--- config.mk ---
export PLATFORM = sky130hd
export DESIGN_NAME = max_min_task_scheduler_top
export DESIGN_NICKNAME = d
export VERILOG_FILES = /design/src/sv/mmts_pkg.sv /design/src/sv/mmts_ctrl.sv /design/src/sv/mmts_dpath.sv /design/src/sv/max_min_task_scheduler_top.sv
export VERILOG_INCLUDE_DIRS = /design/src /design/src/sv
export SDC_FILE = /design/constraint.sdc
export NUM_CORES = 2
export LEC_CHECK = 0
export BUFFER_PORTS_ARGS = -buffer_cell sky130_fd_sc_hd__buf_4
export CAP_MARGIN = 20
export CORE_ASPECT_RATIO = 1.4
export CORE_MARGIN = 3
export CORE_UTILIZATION = 40
export CTS_CLUSTER_SIZE = 16
export DETAILED_ROUTE_END_ITERATION = 16
export PLACE_DENSITY_LB_ADDON = 0.3
export SKIP_CTS_REPAIR_TIMING = 1
export SYNTH_ARGS = -nofsm -noshare
export SYNTH_HDL_FRONTEND = slang
export SYNTH_SLANG_ARGS = --single-unit
--- constraint.sdc ---
create_clock -name clk -period 8.62 [get_ports clk]
set_input_delay 1.293 -clock clk [delete_from_list [all_inputs] [get_ports clk]]
set_output_delay 1.293 -clock clk [all_outputs]
set_load 0.03 [all_outputs]
--- src/sv/max_min_task_scheduler_top_assert.svh ---
// assertion macros used by the scheduler control module
// both expect signals named clk and rst_n in the enclosing module
`ifndef MAX_MIN_TASK_SCHEDULER_TOP_ASSERT_SVH
`define MAX_MIN_TASK_SCHEDULER_TOP_ASSERT_SVH

// same-cycle implication
`define MMTS_ASSERT_IMP(lbl, ante, cons, msg) \
  lbl: assert property (@(posedge clk) disable iff (!rst_n) (ante) |-> (cons)) \
    else $error(msg);

// next-cycle implication
`define MMTS_ASSERT_NXT(lbl, ante, cons, msg) \
  lbl: assert property (@(posedge clk) disable iff (!rst_n) (ante) |=> (cons)) \
    else $error(msg);

`endif

--- src/sv/mmts_pkg.sv ---
package mmts_pkg;

  // configuration port
  localparam int CFG_IDX_W  = 1;
  localparam int CFG_DATA_W = 5;
  localparam logic [CFG_IDX_W-1:0] REG_NUM_MACHINES = 1'b0;
  localparam logic [CFG_IDX_W-1:0] REG_NUM_TASKS    = 1'b1;

  localparam int NM_REG_W = 4;
  localparam int NT_REG_W = 5;
  localparam logic [NM_REG_W-1:0] NM_RESET = 4'd8;
  localparam logic [NT_REG_W-1:0] NT_RESET = 5'd16;

  // a run returns at most this many results
  localparam int RESULT_LIMIT = 16;

  // field widths
  localparam int MACH_IDX_W = 3;
  localparam int TASK_IDX_W = 4;
  localparam int TIME_W     = 16;
  // completion times stay at or below 16 * 65535
  localparam int CT_W       = 20;

  localparam int IN_FIELDS_W  = MACH_IDX_W + TASK_IDX_W + TIME_W;
  localparam int OUT_FIELDS_W = TASK_IDX_W + MACH_IDX_W + TIME_W;
  localparam int IN_TDATA_W   = ((IN_FIELDS_W + 7) / 8) * 8;
  localparam int OUT_TDATA_W  = ((OUT_FIELDS_W + 7) / 8) * 8;

  typedef struct packed {
    logic load;        // input beat accepted
    logic clear_run;   // clear ready times and done marks
    logic clear_best;  // start a new round
    logic issue;       // matrix read for one machine/task pair
    logic issue_first; // first machine of a task
    logic issue_last;  // last machine of a task
    logic emit;        // commit the round's pick and register the result
    logic emit_final;  // last result of the run
  } ctrl_cmd_t;

  typedef struct packed {
    logic busy;      // reads still in flight
    logic out_free;  // result register can take a beat
  } dp_sts_t;

endpackage

--- src/sv/mmts_ctrl.sv ---
`include "max_min_task_scheduler_top_assert.svh"

module mmts_ctrl #(
  parameter int MAX_MACHINES = 8,
  parameter int MAX_TASKS    = 16,
  parameter int MW           = 3
) (
  input  logic                                clk,
  input  logic                                rst_n,
  input  logic                                cfg_we,
  input  logic [mmts_pkg::CFG_IDX_W-1:0]      cfg_addr,
  input  logic [mmts_pkg::CFG_DATA_W-1:0]     cfg_wdata,
  input  logic                                in_tvalid,
  input  logic                                in_tlast,
  output logic                                in_tready,
  input  mmts_pkg::dp_sts_t                   sts,
  output mmts_pkg::ctrl_cmd_t                 cmd,
  output logic [MW-1:0]                       issue_m,
  output logic [mmts_pkg::TASK_IDX_W-1:0]     issue_t
);

  localparam int TASK_CAP = (MAX_TASKS < mmts_pkg::RESULT_LIMIT) ?
                            MAX_TASKS : mmts_pkg::RESULT_LIMIT;

  typedef enum logic [3:0] {
    ST_LOAD  = 4'b0001,
    ST_SCAN  = 4'b0010,
    ST_DRAIN = 4'b0100,
    ST_EMIT  = 4'b1000
  } state_t;

  state_t state_r, state_nxt;

  logic [mmts_pkg::NM_REG_W-1:0]   num_machines_r;
  logic [mmts_pkg::NT_REG_W-1:0]   num_tasks_r;
  logic [MW-1:0]                   m_cnt_r, m_cnt_nxt;
  logic [mmts_pkg::TASK_IDX_W-1:0] t_cnt_r, t_cnt_nxt;
  logic [mmts_pkg::TASK_IDX_W-1:0] round_r, round_nxt;

  logic [mmts_pkg::NM_REG_W-1:0]   nm_act;
  logic [mmts_pkg::NT_REG_W-1:0]   nt_act;
  logic [mmts_pkg::NM_REG_W-1:0]   nm_last;
  logic [mmts_pkg::TASK_IDX_W-1:0] nt_last;
  logic                            accept;
  logic                            go;
  logic                            m_at_last;
  logic                            t_at_last;
  logic                            round_final;
  logic                            emit_now;

  always_ff @(posedge clk) begin
    if (!rst_n) begin
      num_machines_r <= mmts_pkg::NM_RESET;
      num_tasks_r    <= mmts_pkg::NT_RESET;
    end else if (cfg_we) begin
      case (cfg_addr)
        mmts_pkg::REG_NUM_MACHINES: num_machines_r <= cfg_wdata[mmts_pkg::NM_REG_W-1:0];
        mmts_pkg::REG_NUM_TASKS:    num_tasks_r    <= cfg_wdata;
        default: ;
      endcase
    end
  end

  // saturate the register values to what the storage holds
  assign nm_act = (32'(num_machines_r) > MAX_MACHINES) ?
                  mmts_pkg::NM_REG_W'(MAX_MACHINES) : num_machines_r;
  assign nt_act = (32'(num_tasks_r) > TASK_CAP) ?
                  mmts_pkg::NT_REG_W'(TASK_CAP) : num_tasks_r;
  assign nm_last = nm_act - 4'd1;
  assign nt_last = mmts_pkg::TASK_IDX_W'(nt_act - 5'd1);

  assign in_tready   = (state_r == ST_LOAD);
  assign accept      = in_tvalid && in_tready;
  assign go          = accept && in_tlast && (nm_act != '0) && (nt_act != '0);
  assign m_at_last   = (m_cnt_r == MW'(nm_last));
  assign t_at_last   = (t_cnt_r == nt_last);
  assign round_final = (round_r == nt_last);
  assign emit_now    = (state_r == ST_EMIT) && sts.out_free;

  always_comb begin
    cmd             = '0;
    cmd.load        = accept;
    cmd.clear_run   = accept && in_tlast;
    cmd.clear_best  = go || emit_now;
    cmd.issue       = (state_r == ST_SCAN);
    cmd.issue_first = (m_cnt_r == '0);
    cmd.issue_last  = m_at_last;
    cmd.emit        = emit_now;
    cmd.emit_final  = round_final;
  end

  assign issue_m = m_cnt_r;
  assign issue_t = t_cnt_r;

  always_comb begin
    state_nxt = state_r;
    m_cnt_nxt = m_cnt_r;
    t_cnt_nxt = t_cnt_r;
    round_nxt = round_r;
    case (state_r)
      ST_LOAD: begin
        if (go) begin
          state_nxt = ST_SCAN;
          m_cnt_nxt = '0;
          t_cnt_nxt = '0;
          round_nxt = '0;
        end
      end
      ST_SCAN: begin
        if (m_at_last) begin
          m_cnt_nxt = '0;
          t_cnt_nxt = t_cnt_r + 4'd1;
          if (t_at_last) begin
            state_nxt = ST_DRAIN;
          end
        end else begin
          m_cnt_nxt = m_cnt_r + MW'(1);
        end
      end
      ST_DRAIN: begin
        if (!sts.busy) begin
          state_nxt = ST_EMIT;
        end
      end
      ST_EMIT: begin
        if (emit_now) begin
          if (round_final) begin
            state_nxt = ST_LOAD;
          end else begin
            state_nxt = ST_SCAN;
            round_nxt = round_r + 4'd1;
            m_cnt_nxt = '0;
            t_cnt_nxt = '0;
          end
        end
      end
      default: state_nxt = ST_LOAD;
    endcase
  end

  always_ff @(posedge clk) begin
    if (!rst_n) begin
      state_r <= ST_LOAD;
      m_cnt_r <= '0;
      t_cnt_r <= '0;
      round_r <= '0;
    end else begin
      state_r <= state_nxt;
      m_cnt_r <= m_cnt_nxt;
      t_cnt_r <= t_cnt_nxt;
      round_r <= round_nxt;
    end
  end

  `MMTS_ASSERT_IMP(a_emit_needs_room, cmd.emit, sts.out_free, "result emitted into a full register")
  `MMTS_ASSERT_IMP(a_scan_in_range, state_r == ST_SCAN, (m_cnt_r <= MW'(nm_last)) && (t_cnt_r <= nt_last), "scan counter past the active range")
  `MMTS_ASSERT_IMP(a_drain_done, emit_now, !sts.busy, "result emitted with reads in flight")
  `MMTS_ASSERT_NXT(a_final_to_load, cmd.emit && cmd.emit_final, state_r == ST_LOAD, "run did not end after its final result")

endmodule

--- src/sv/mmts_dpath.sv ---
module mmts_dpath #(
  parameter int MAX_MACHINES = 8,
  parameter int MAX_TASKS    = 16,
  parameter int MW           = 3,
  parameter int TW           = 4
) (
  input  logic                                clk,
  input  logic                                rst_n,
  input  mmts_pkg::ctrl_cmd_t                 cmd,
  input  logic [MW-1:0]                       issue_m,
  input  logic [mmts_pkg::TASK_IDX_W-1:0]     issue_t,
  input  logic [mmts_pkg::MACH_IDX_W-1:0]     in_machine_index,
  input  logic [mmts_pkg::TASK_IDX_W-1:0]     in_task_index,
  input  logic [mmts_pkg::TIME_W-1:0]         in_run_time,
  input  logic                                out_tready,
  output logic                                out_tvalid,
  output logic                                out_final_assignment,
  output logic [mmts_pkg::TASK_IDX_W-1:0]     out_chosen_task,
  output logic [mmts_pkg::MACH_IDX_W-1:0]     out_chosen_machine,
  output logic [mmts_pkg::TIME_W-1:0]         out_task_time,
  output mmts_pkg::dp_sts_t                   sts
);

  localparam int AW     = MW + TW;
  localparam int DEPTH  = MAX_MACHINES * (2 ** TW);
  localparam int DONE_N = (MAX_TASKS < mmts_pkg::RESULT_LIMIT) ?
                          MAX_TASKS : mmts_pkg::RESULT_LIMIT;
  localparam int DW     = (DONE_N > 1) ? $clog2(DONE_N) : 1;

  logic [mmts_pkg::TIME_W-1:0] mem [DEPTH];
  logic [mmts_pkg::TIME_W-1:0] rd_data_r;
  logic                        wr_en;
  logic [AW-1:0]               wr_addr;
  logic [AW-1:0]               rd_addr;

  logic [mmts_pkg::CT_W-1:0] ready_r [MAX_MACHINES];
  logic [DONE_N-1:0]         done_r;

  // read stage
  logic                            p1_v_r, p1_first_r, p1_last_r, p1_done_r;
  logic [MW-1:0]                   p1_m_r;
  logic [mmts_pkg::TASK_IDX_W-1:0] p1_t_r;
  // completion time stage
  logic                            p2_v_r, p2_first_r, p2_last_r, p2_done_r;
  logic [MW-1:0]                   p2_m_r;
  logic [mmts_pkg::TASK_IDX_W-1:0] p2_t_r;
  logic [mmts_pkg::CT_W-1:0]       p2_ct_r;
  logic [mmts_pkg::TIME_W-1:0]     p2_time_r;
  // per-task least completion time
  logic [mmts_pkg::CT_W-1:0]       least_ct_r, cur_ct;
  logic [MW-1:0]                   least_m_r, cur_m;
  logic [mmts_pkg::TIME_W-1:0]     least_time_r, cur_time;
  logic                            take;
  // end of task
  logic                            te_v_r;
  logic [mmts_pkg::CT_W-1:0]       te_ct_r;
  logic [MW-1:0]                   te_m_r;
  logic [mmts_pkg::TASK_IDX_W-1:0] te_t_r;
  logic [mmts_pkg::TIME_W-1:0]     te_time_r;
  // round winner
  logic                            have_r;
  logic [mmts_pkg::CT_W-1:0]       best_ct_r;
  logic [MW-1:0]                   best_m_r;
  logic [mmts_pkg::TASK_IDX_W-1:0] best_t_r;
  logic [mmts_pkg::TIME_W-1:0]     best_time_r;

  logic                            out_valid_r;
  logic                            out_final_r;
  logic [mmts_pkg::TASK_IDX_W-1:0] out_task_r;
  logic [mmts_pkg::MACH_IDX_W-1:0] out_mach_r;
  logic [mmts_pkg::TIME_W-1:0]     out_time_r;

  // entries outside the stored matrix are dropped
  assign wr_en   = cmd.load && (32'(in_machine_index) < MAX_MACHINES) &&
                   (32'(in_task_index) < MAX_TASKS);
  assign wr_addr = {MW'(in_machine_index), TW'(in_task_index)};
  assign rd_addr = {issue_m, TW'(issue_t)};

  always_ff @(posedge clk) begin
    if (wr_en) begin
      mem[wr_addr] <= in_run_time;
    end
    rd_data_r <= mem[rd_addr];
  end

  always_ff @(posedge clk) begin
    p1_m_r     <= issue_m;
    p1_t_r     <= issue_t;
    p1_first_r <= cmd.issue_first;
    p1_last_r  <= cmd.issue_last;
    p1_done_r  <= done_r[DW'(issue_t)];
    p2_m_r     <= p1_m_r;
    p2_t_r     <= p1_t_r;
    p2_first_r <= p1_first_r;
    p2_last_r  <= p1_last_r;
    p2_done_r  <= p1_done_r;
    p2_time_r  <= rd_data_r;
    p2_ct_r    <= ready_r[p1_m_r] + mmts_pkg::CT_W'(rd_data_r);
  end

  // strict compare keeps the lowest machine on ties
  assign take     = p2_first_r || (p2_ct_r < least_ct_r);
  assign cur_ct   = take ? p2_ct_r   : least_ct_r;
  assign cur_m    = take ? p2_m_r    : least_m_r;
  assign cur_time = take ? p2_time_r : least_time_r;

  always_ff @(posedge clk) begin
    if (p2_v_r) begin
      least_ct_r   <= cur_ct;
      least_m_r    <= cur_m;
      least_time_r <= cur_time;
    end
    te_ct_r   <= cur_ct;
    te_m_r    <= cur_m;
    te_t_r    <= p2_t_r;
    te_time_r <= cur_time;
  end

  always_ff @(posedge clk) begin
    if (!rst_n) begin
      p1_v_r <= 1'b0;
      p2_v_r <= 1'b0;
      te_v_r <= 1'b0;
    end else begin
      p1_v_r <= cmd.issue;
      p2_v_r <= p1_v_r;
      te_v_r <= p2_v_r && p2_last_r && !p2_done_r;
    end
  end

  // strict compare keeps the lowest task on ties
  always_ff @(posedge clk) begin
    if (!rst_n) begin
      have_r <= 1'b0;
    end else if (cmd.clear_best) begin
      have_r <= 1'b0;
    end else if (te_v_r && (!have_r || (te_ct_r > best_ct_r))) begin
      have_r <= 1'b1;
    end
  end

  always_ff @(posedge clk) begin
    if (te_v_r && (!have_r || (te_ct_r > best_ct_r))) begin
      best_ct_r   <= te_ct_r;
      best_m_r    <= te_m_r;
      best_t_r    <= te_t_r;
      best_time_r <= te_time_r;
    end
  end

  always_ff @(posedge clk) begin
    if (!rst_n || cmd.clear_run) begin
      for (int i = 0; i < MAX_MACHINES; i++) begin
        ready_r[i] <= '0;
      end
      done_r <= '0;
    end else if (cmd.emit) begin
      ready_r[best_m_r]       <= best_ct_r;
      done_r[DW'(best_t_r)]   <= 1'b1;
    end
  end

  always_ff @(posedge clk) begin
    if (!rst_n) begin
      out_valid_r <= 1'b0;
    end else if (cmd.emit) begin
      out_valid_r <= 1'b1;
    end else if (out_tready) begin
      out_valid_r <= 1'b0;
    end
  end

  always_ff @(posedge clk) begin
    if (cmd.emit) begin
      out_task_r  <= best_t_r;
      out_mach_r  <= mmts_pkg::MACH_IDX_W'(best_m_r);
      out_time_r  <= best_time_r;
      out_final_r <= cmd.emit_final;
    end
  end

  assign out_tvalid           = out_valid_r;
  assign out_final_assignment = out_final_r;
  assign out_chosen_task      = out_task_r;
  assign out_chosen_machine   = out_mach_r;
  assign out_task_time        = out_time_r;

  assign sts.busy     = p1_v_r || p2_v_r || te_v_r;
  assign sts.out_free = !out_valid_r || out_tready;

endmodule

--- src/sv/max_min_task_scheduler_top.sv ---
// channel   | dir | tdata (low bit up)                              | tlast
// ----------+-----+-------------------------------------------------+-----------------
// in_       | in  | machine_index[2:0] task_index[6:3] run_time[22:7] | last_entry
// out_      | out | chosen_task[3:0] chosen_machine[6:4] task_time[22:7] | final_assignment
// cfg_      | in  | index 0 num_machines, index 1 num_tasks          | -
//
// matrix beats load one per cycle; a beat with tlast starts a run when both counts are nonzero, and
// in_tready then stays low until the run's final result sits in the output register.
// each round reads every machine/task pair on the single matrix read port, then drains the
// read, completion time and end of task registers and commits its pick; one round per task.
// a stalled out_ side holds the next round's commit; scanning resumes once the beat is taken.
// rst_n is synchronous; after it the registers read 8 machines and 16 tasks and the matrix
// holds nothing until written.
module max_min_task_scheduler_top #(
  parameter int MAX_MACHINES = 8,
  parameter int MAX_TASKS    = 16
) (
  input  logic                                clk,
  input  logic                                rst_n,
  input  logic                                cfg_we,
  input  logic [mmts_pkg::CFG_IDX_W-1:0]      cfg_addr,
  input  logic [mmts_pkg::CFG_DATA_W-1:0]     cfg_wdata,
  input  logic                                in_tvalid,
  output logic                                in_tready,
  // machine_index[2:0], task_index[6:3], run_time[22:7], zero pad
  input  logic [mmts_pkg::IN_TDATA_W-1:0]     in_tdata,
  input  logic                                in_tlast,
  output logic                                out_tvalid,
  input  logic                                out_tready,
  // chosen_task[3:0], chosen_machine[6:4], task_time[22:7], zero pad
  output logic [mmts_pkg::OUT_TDATA_W-1:0]    out_tdata,
  output logic                                out_tlast
);

  localparam int MW = (MAX_MACHINES > 1) ? $clog2(MAX_MACHINES) : 1;
  localparam int TW = (MAX_TASKS > 1) ? $clog2(MAX_TASKS) : 1;

  mmts_pkg::ctrl_cmd_t             cmd;
  mmts_pkg::dp_sts_t               sts;
  logic [MW-1:0]                   issue_m;
  logic [mmts_pkg::TASK_IDX_W-1:0] issue_t;
  logic [mmts_pkg::TASK_IDX_W-1:0] chosen_task;
  logic [mmts_pkg::MACH_IDX_W-1:0] chosen_machine;
  logic [mmts_pkg::TIME_W-1:0]     task_time;

  mmts_ctrl #(
    .MAX_MACHINES (MAX_MACHINES),
    .MAX_TASKS    (MAX_TASKS),
    .MW           (MW)
  ) u_ctrl (
    .clk       (clk),
    .rst_n     (rst_n),
    .cfg_we    (cfg_we),
    .cfg_addr  (cfg_addr),
    .cfg_wdata (cfg_wdata),
    .in_tvalid (in_tvalid),
    .in_tlast  (in_tlast),
    .in_tready (in_tready),
    .sts       (sts),
    .cmd       (cmd),
    .issue_m   (issue_m),
    .issue_t   (issue_t)
  );

  mmts_dpath #(
    .MAX_MACHINES (MAX_MACHINES),
    .MAX_TASKS    (MAX_TASKS),
    .MW           (MW),
    .TW           (TW)
  ) u_dpath (
    .clk                  (clk),
    .rst_n                (rst_n),
    .cmd                  (cmd),
    .issue_m              (issue_m),
    .issue_t              (issue_t),
    .in_machine_index     (in_tdata[2:0]),
    .in_task_index        (in_tdata[6:3]),
    .in_run_time          (in_tdata[22:7]),
    .out_tready           (out_tready),
    .out_tvalid           (out_tvalid),
    .out_final_assignment (out_tlast),
    .out_chosen_task      (chosen_task),
    .out_chosen_machine   (chosen_machine),
    .out_task_time        (task_time),
    .sts                  (sts)
  );

  assign out_tdata = {{(mmts_pkg::OUT_TDATA_W - mmts_pkg::OUT_FIELDS_W){1'b0}},
                      task_time, chosen_machine, chosen_task};

endmodule
==> impl_metrics.prom <==
# TYPE chip_impl_metric gauge
chip_impl_metric{name="yosysSeqAreaShare",unit="%"} 75.9
chip_impl_metric{name="ioPinCount",unit=""} 63
chip_impl_metric{name="critical_path_required",unit="ns"} 9.36
chip_impl_info{name="worst_setup_path_endpoint",value="u_dpath.rd_data_r[4]$_DFF_P_"} 1
chip_impl_metric{name="ys_ff_latch",unit=""} 2474
chip_impl_metric{name="synth_fp_nets",unit=""} 5114
chip_impl_metric{name="setup_violations",unit=""} 0
chip_impl_metric{name="antenna_violating_nets_post_route",unit=""} 0
chip_impl_metric{name="row_count",unit=""} 211
chip_impl_metric{name="dpl.hpwl",unit="um"} 139000
chip_impl_metric{name="critical_path.max_fanout",unit=""} 78
chip_impl_metric{name="max_freq",unit="MHz"} 233
chip_impl_metric{name="p_per_cell_area",unit="mW/mm^2"} 236
chip_impl_metric{name="routabilityCongestion",unit=""} 0.836
chip_impl_metric{name="number_of_cell_instances_on_the_worst_register_to_register_path",unit=""} 7
chip_impl_metric{name="route.detailed.drc",unit=""} 0
chip_impl_metric{name="post_synth_inst_count",unit=""} 5016
chip_impl_metric{name="design.core.area",unit="mm^2"} 0.237
chip_impl_metric{name="maxCapViolCount",unit=""} 0
chip_impl_metric{name="fin_crit",unit="ns"} 4.28
chip_impl_metric{name="timing.reg2reg.setup_slack",unit="ns"} 4.34
chip_impl_info{name="rr_startpoint",value="u_ctrl.issue_t[0]$_SDFFE_PN0P_"} 1
chip_impl_metric{name="grt_pass1_wl",unit="um"} 335000
chip_impl_metric{name="fin_setup_tns",unit="ns"} 0
chip_impl_metric{name="clk_pin_slew",unit="ns"} 0.06
chip_impl_info{name="tritoncts",value="yes"} 1
chip_impl_info{name="grt.busiest_layer",value="met2"} 1
chip_impl_metric{name="fillers",unit=""} 20000
chip_impl_metric{name="grt_antenna_before_repair",unit=""} 12
chip_impl_metric{name="timing.slew.headroom",unit="%"} 22.7
chip_impl_info{name="run_status",value="finished clean"} 1
chip_impl_metric{name="worst_clock_skew",unit="ns"} 0.0822
chip_impl_metric{name="final.period_utilization",unit="%"} 49.7
chip_impl_info{name="grt_setup_unrepaired",value="false"} 1
chip_impl_metric{name="grt_pass1_vias",unit=""} 48400
chip_impl_metric{name="multi_input_area",unit="mm^2"} 0.0217
chip_impl_metric{name="synth_edf_count",unit=""} 2314
chip_impl_metric{name="slew_viol_final",unit=""} 0
chip_impl_metric{name="worst_ir_drop_vdd",unit="V"} 0.000195
chip_impl_info{name="synth-main-ff-cell",value="edfxtp_1"} 1
chip_impl_metric{name="grt_usage",unit="%"} 18.6
chip_impl_metric{name="power.leakage",unit="nW"} 32.9
chip_impl_metric{name="globalRouteMet1Util",unit="%"} 22.9
chip_impl_metric{name="syn_to_final_growth",unit="%"} 12.5
chip_impl_metric{name="wire_per_inst",unit="um"} 27.1
chip_impl_metric{name="syn_area_per_cell",unit="um^2"} 19.1
chip_impl_metric{name="critical_path_arrival",unit="ns"} 5.02
chip_impl_metric{name="htree_num_levels",unit=""} 4
chip_impl_metric{name="place.port_buffers",unit=""} 60
chip_impl_metric{name="synth_async_sr_flop_share",unit="%"} 0
chip_impl_metric{name="netlist-cell-type-count",unit=""} 67
chip_impl_metric{name="worst_skew_pair.late_latency",unit="ns"} 0.87
chip_impl_metric{name="drive_gt1_share",unit="%"} 19.3
chip_impl_metric{name="clockBufferDepth",unit=""} 4
chip_impl_info{name="setup.worst_path.class",value="reg -> reg"} 1
chip_impl_metric{name="tightest_slew",unit="ns"} 1.16
chip_impl_info{name="worstSetupStartpoint",value="u_ctrl.issue_t[0]$_SDFFE_PN0P_"} 1
chip_impl_metric{name="post_synth_instance_area",unit="mm^2"} 0.0957
chip_impl_info{name="start_kind",value="flip-flop"} 1
chip_impl_metric{name="global_route.usage.met3",unit="%"} 2.66
chip_impl_metric{name="groute.layer.met2.usage",unit="%"} 32.6
chip_impl_metric{name="die_area",unit="mm^2"} 0.245
chip_impl_metric{name="ys_warn_count",unit=""} 0
chip_impl_metric{name="vias_per_cell",unit=""} 5.59
chip_impl_info{name="worstReg2RegEnd",value="u_dpath.rd_data_r[4]$_DFF_P_"} 1
chip_impl_info{name="mostFrequentLayoutCells",value="edfxtp_1, mux2i_1, mux4_2, a22oi_1, buf_4"} 1
chip_impl_metric{name="die_w",unit="um"} 419
chip_impl_metric{name="floorplan.initialDensity",unit="%"} 40.4
chip_impl_info{name="cts_root_buffer",value="clkbuf_16"} 1
chip_impl_metric{name="drt-initial-drc-count",unit=""} 4270
chip_impl_metric{name="area.sequential",unit="mm^2"} 0.0727
chip_impl_metric{name="tritoncts_num_sinks",unit=""} 2474
chip_impl_metric{name="routed-via-count",unit=""} 47500
chip_impl_metric{name="overflow",unit=""} 0
chip_impl_info{name="layout.cells.most_common",value="edfxtp_1"} 1
chip_impl_metric{name="die_height",unit="um"} 585
chip_impl_metric{name="tritoncts_buffers",unit=""} 226
chip_impl_metric{name="num-nets-final",unit=""} 5325
chip_impl_metric{name="totalWireLength",unit="um"} 230000
chip_impl_info{name="end_kind",value="flip-flop"} 1
chip_impl_info{name="worst_hold_path_type",value="reg -> reg"} 1
chip_impl_metric{name="largest_net_degree_at_the_start_of_global_routing",unit=""} 112
chip_impl_metric{name="final_core_utilization",unit="%"} 45.4
chip_impl_metric{name="finalHoldViolCount",unit=""} 0
chip_impl_metric{name="first_pass_iters",unit=""} 6
final cells by class:
cell class              count  share of cell area, %
clock buffers             274                   5.54
multi-input cells        2195                   20.2
flip-flops and latches   2474                   67.5
diodes                      6                 0.0139
well taps                3088                   3.59
clock inverters           131                  0.910
inverters                  60                  0.209
repair buffers            270                   2.02
cells by family after synthesis:
family | synth area share [%]
mux | 13.9
simple gates | 3.80
other cells | 0.00392
xor+xnor | 0.271
buf+inv | 1.50
flops | 75.9
fa+ha+maj | 0.818
compound gates | 3.75
cells in the mapped netlist, drive strengths merged (6+ instances only):
| master | n | area share [%] |
|---|---|---|
| xnor2 | 18 | 0.16 |
| nor2 | 180 | 0.71 |
| a2111oi | 8 | 0.093 |
| buf | 131 | 0.66 |
| a211oi | 35 | 0.28 |
| nand3b | 6 | 0.047 |
| a21boi | 6 | 0.047 |
| nand2b | 13 | 0.085 |
| ha | 61 | 0.80 |
| nor4 | 42 | 0.27 |
| inv | 41 | 0.16 |
| clkbuf | 156 | 0.61 |
| a31oi | 12 | 0.078 |
| a21oi | 71 | 0.37 |
| a21o | 17 | 0.13 |
| nor3 | 144 | 0.75 |
| xor2 | 9 | 0.082 |
| o21ai | 40 | 0.21 |
| dfxtp | 160 | 3.3 |
| mux2i | 410 | 4.3 |
| clkinv | 19 | 0.075 |
| a22oi | 263 | 2.1 |
| o21a | 7 | 0.055 |
| and3 | 12 | 0.078 |
| o22ai | 16 | 0.10 |
| nand2 | 132 | 0.52 |
| nor2b | 40 | 0.26 |
| mux4 | 381 | 9.0 |
| o31ai | 10 | 0.084 |
| mux2 | 55 | 0.65 |
| edfxtp | 2314 | 73 |
| or4 | 6 | 0.051 |
| and2 | 7 | 0.046 |
| nand4 | 43 | 0.28 |
| nand3 | 108 | 0.56 |
metrics by stage:
step	total power [W]	hold slack, ns	setup WS (ns)	instance area, um^2	instances
final	0.0254	0.327	4.34	108000	8498
after CTS	0.0257	0.327	4.24	108000	8489
after global placement	0.0161	0.312	4.02	101000	8083
after detailed placement	0.0162	0.312	3.97	101000	8084
after floorplan	0.0152	0.310	4.06	95700	5016
after global routing	0.0263	0.338	4.09	108000	8493
routing by layer:
metal | up-vias | part of all wire (%)
met5 | - | 0.0091
met4 | 4 | 4.4
met3 | 385 | 5.5
met2 | 1366 | 52
met1 | 24900 | 38
li1 | 20800 | -
flip-flops by register name (all words and copies together), names as in the netlist, 20 cells and up:
register and flops:
u_dpath.ready_r 160, u_dpath.best_ct_r 20, u_dpath.least_ct_r 20, u_dpath.te_ct_r 20
u_dpath.mem 2048, u_dpath.p2_ct_r 20
report_power, final:
group / switching [W] / internal (W) / total (W)
Combinational: 0.00137 / 0.000842 / 0.00221
Sequential: 0.000168 / 0.0135 / 0.0137
Clock: 0.00428 / 0.00526 / 0.00954
Total: 0.00581 / 0.0196 / 0.0254
worst max-delay path, stage by stage (launching register included):
cell and delay, ns:
dfxtp_4 0.57, buf_4 0.70, buf_12 0.51, mux4_2 0.59, a22oi_1 0.35, nand4_1 0.49
a22oi_1 0.56, nand3_1 0.13
worst min-delay path by stage:
stage | start | to | slack (ns) | cells past startpoint
2_1_floorplan | u_dpath.p1_done_r$_DFF_P_ | u_dpath.p2_done_r$_DFF_P_ | 0.31 | 0
3_3_place_gp | u_dpath.p1_t_r[1]$_DFF_P_ | u_dpath.p2_t_r[1]$_DFF_P_ | 0.31 | 0
3_5_place_dp | u_dpath.p1_t_r[2]$_DFF_P_ | u_dpath.p2_t_r[2]$_DFF_P_ | 0.31 | 0
4_1_cts | u_dpath.p1_t_r[3]$_DFF_P_ | u_dpath.p2_t_r[3]$_DFF_P_ | 0.33 | 0
5_1_grt | u_dpath.p1_done_r$_DFF_P_ | u_dpath.p2_done_r$_DFF_P_ | 0.34 | 0
6_report | u_dpath.p2_t_r[2]$_DFF_P_ | u_dpath.te_t_r[2]$_DFF_P_ | 0.33 | 0
No activity file was read; power rests on OpenSTA's default activity.
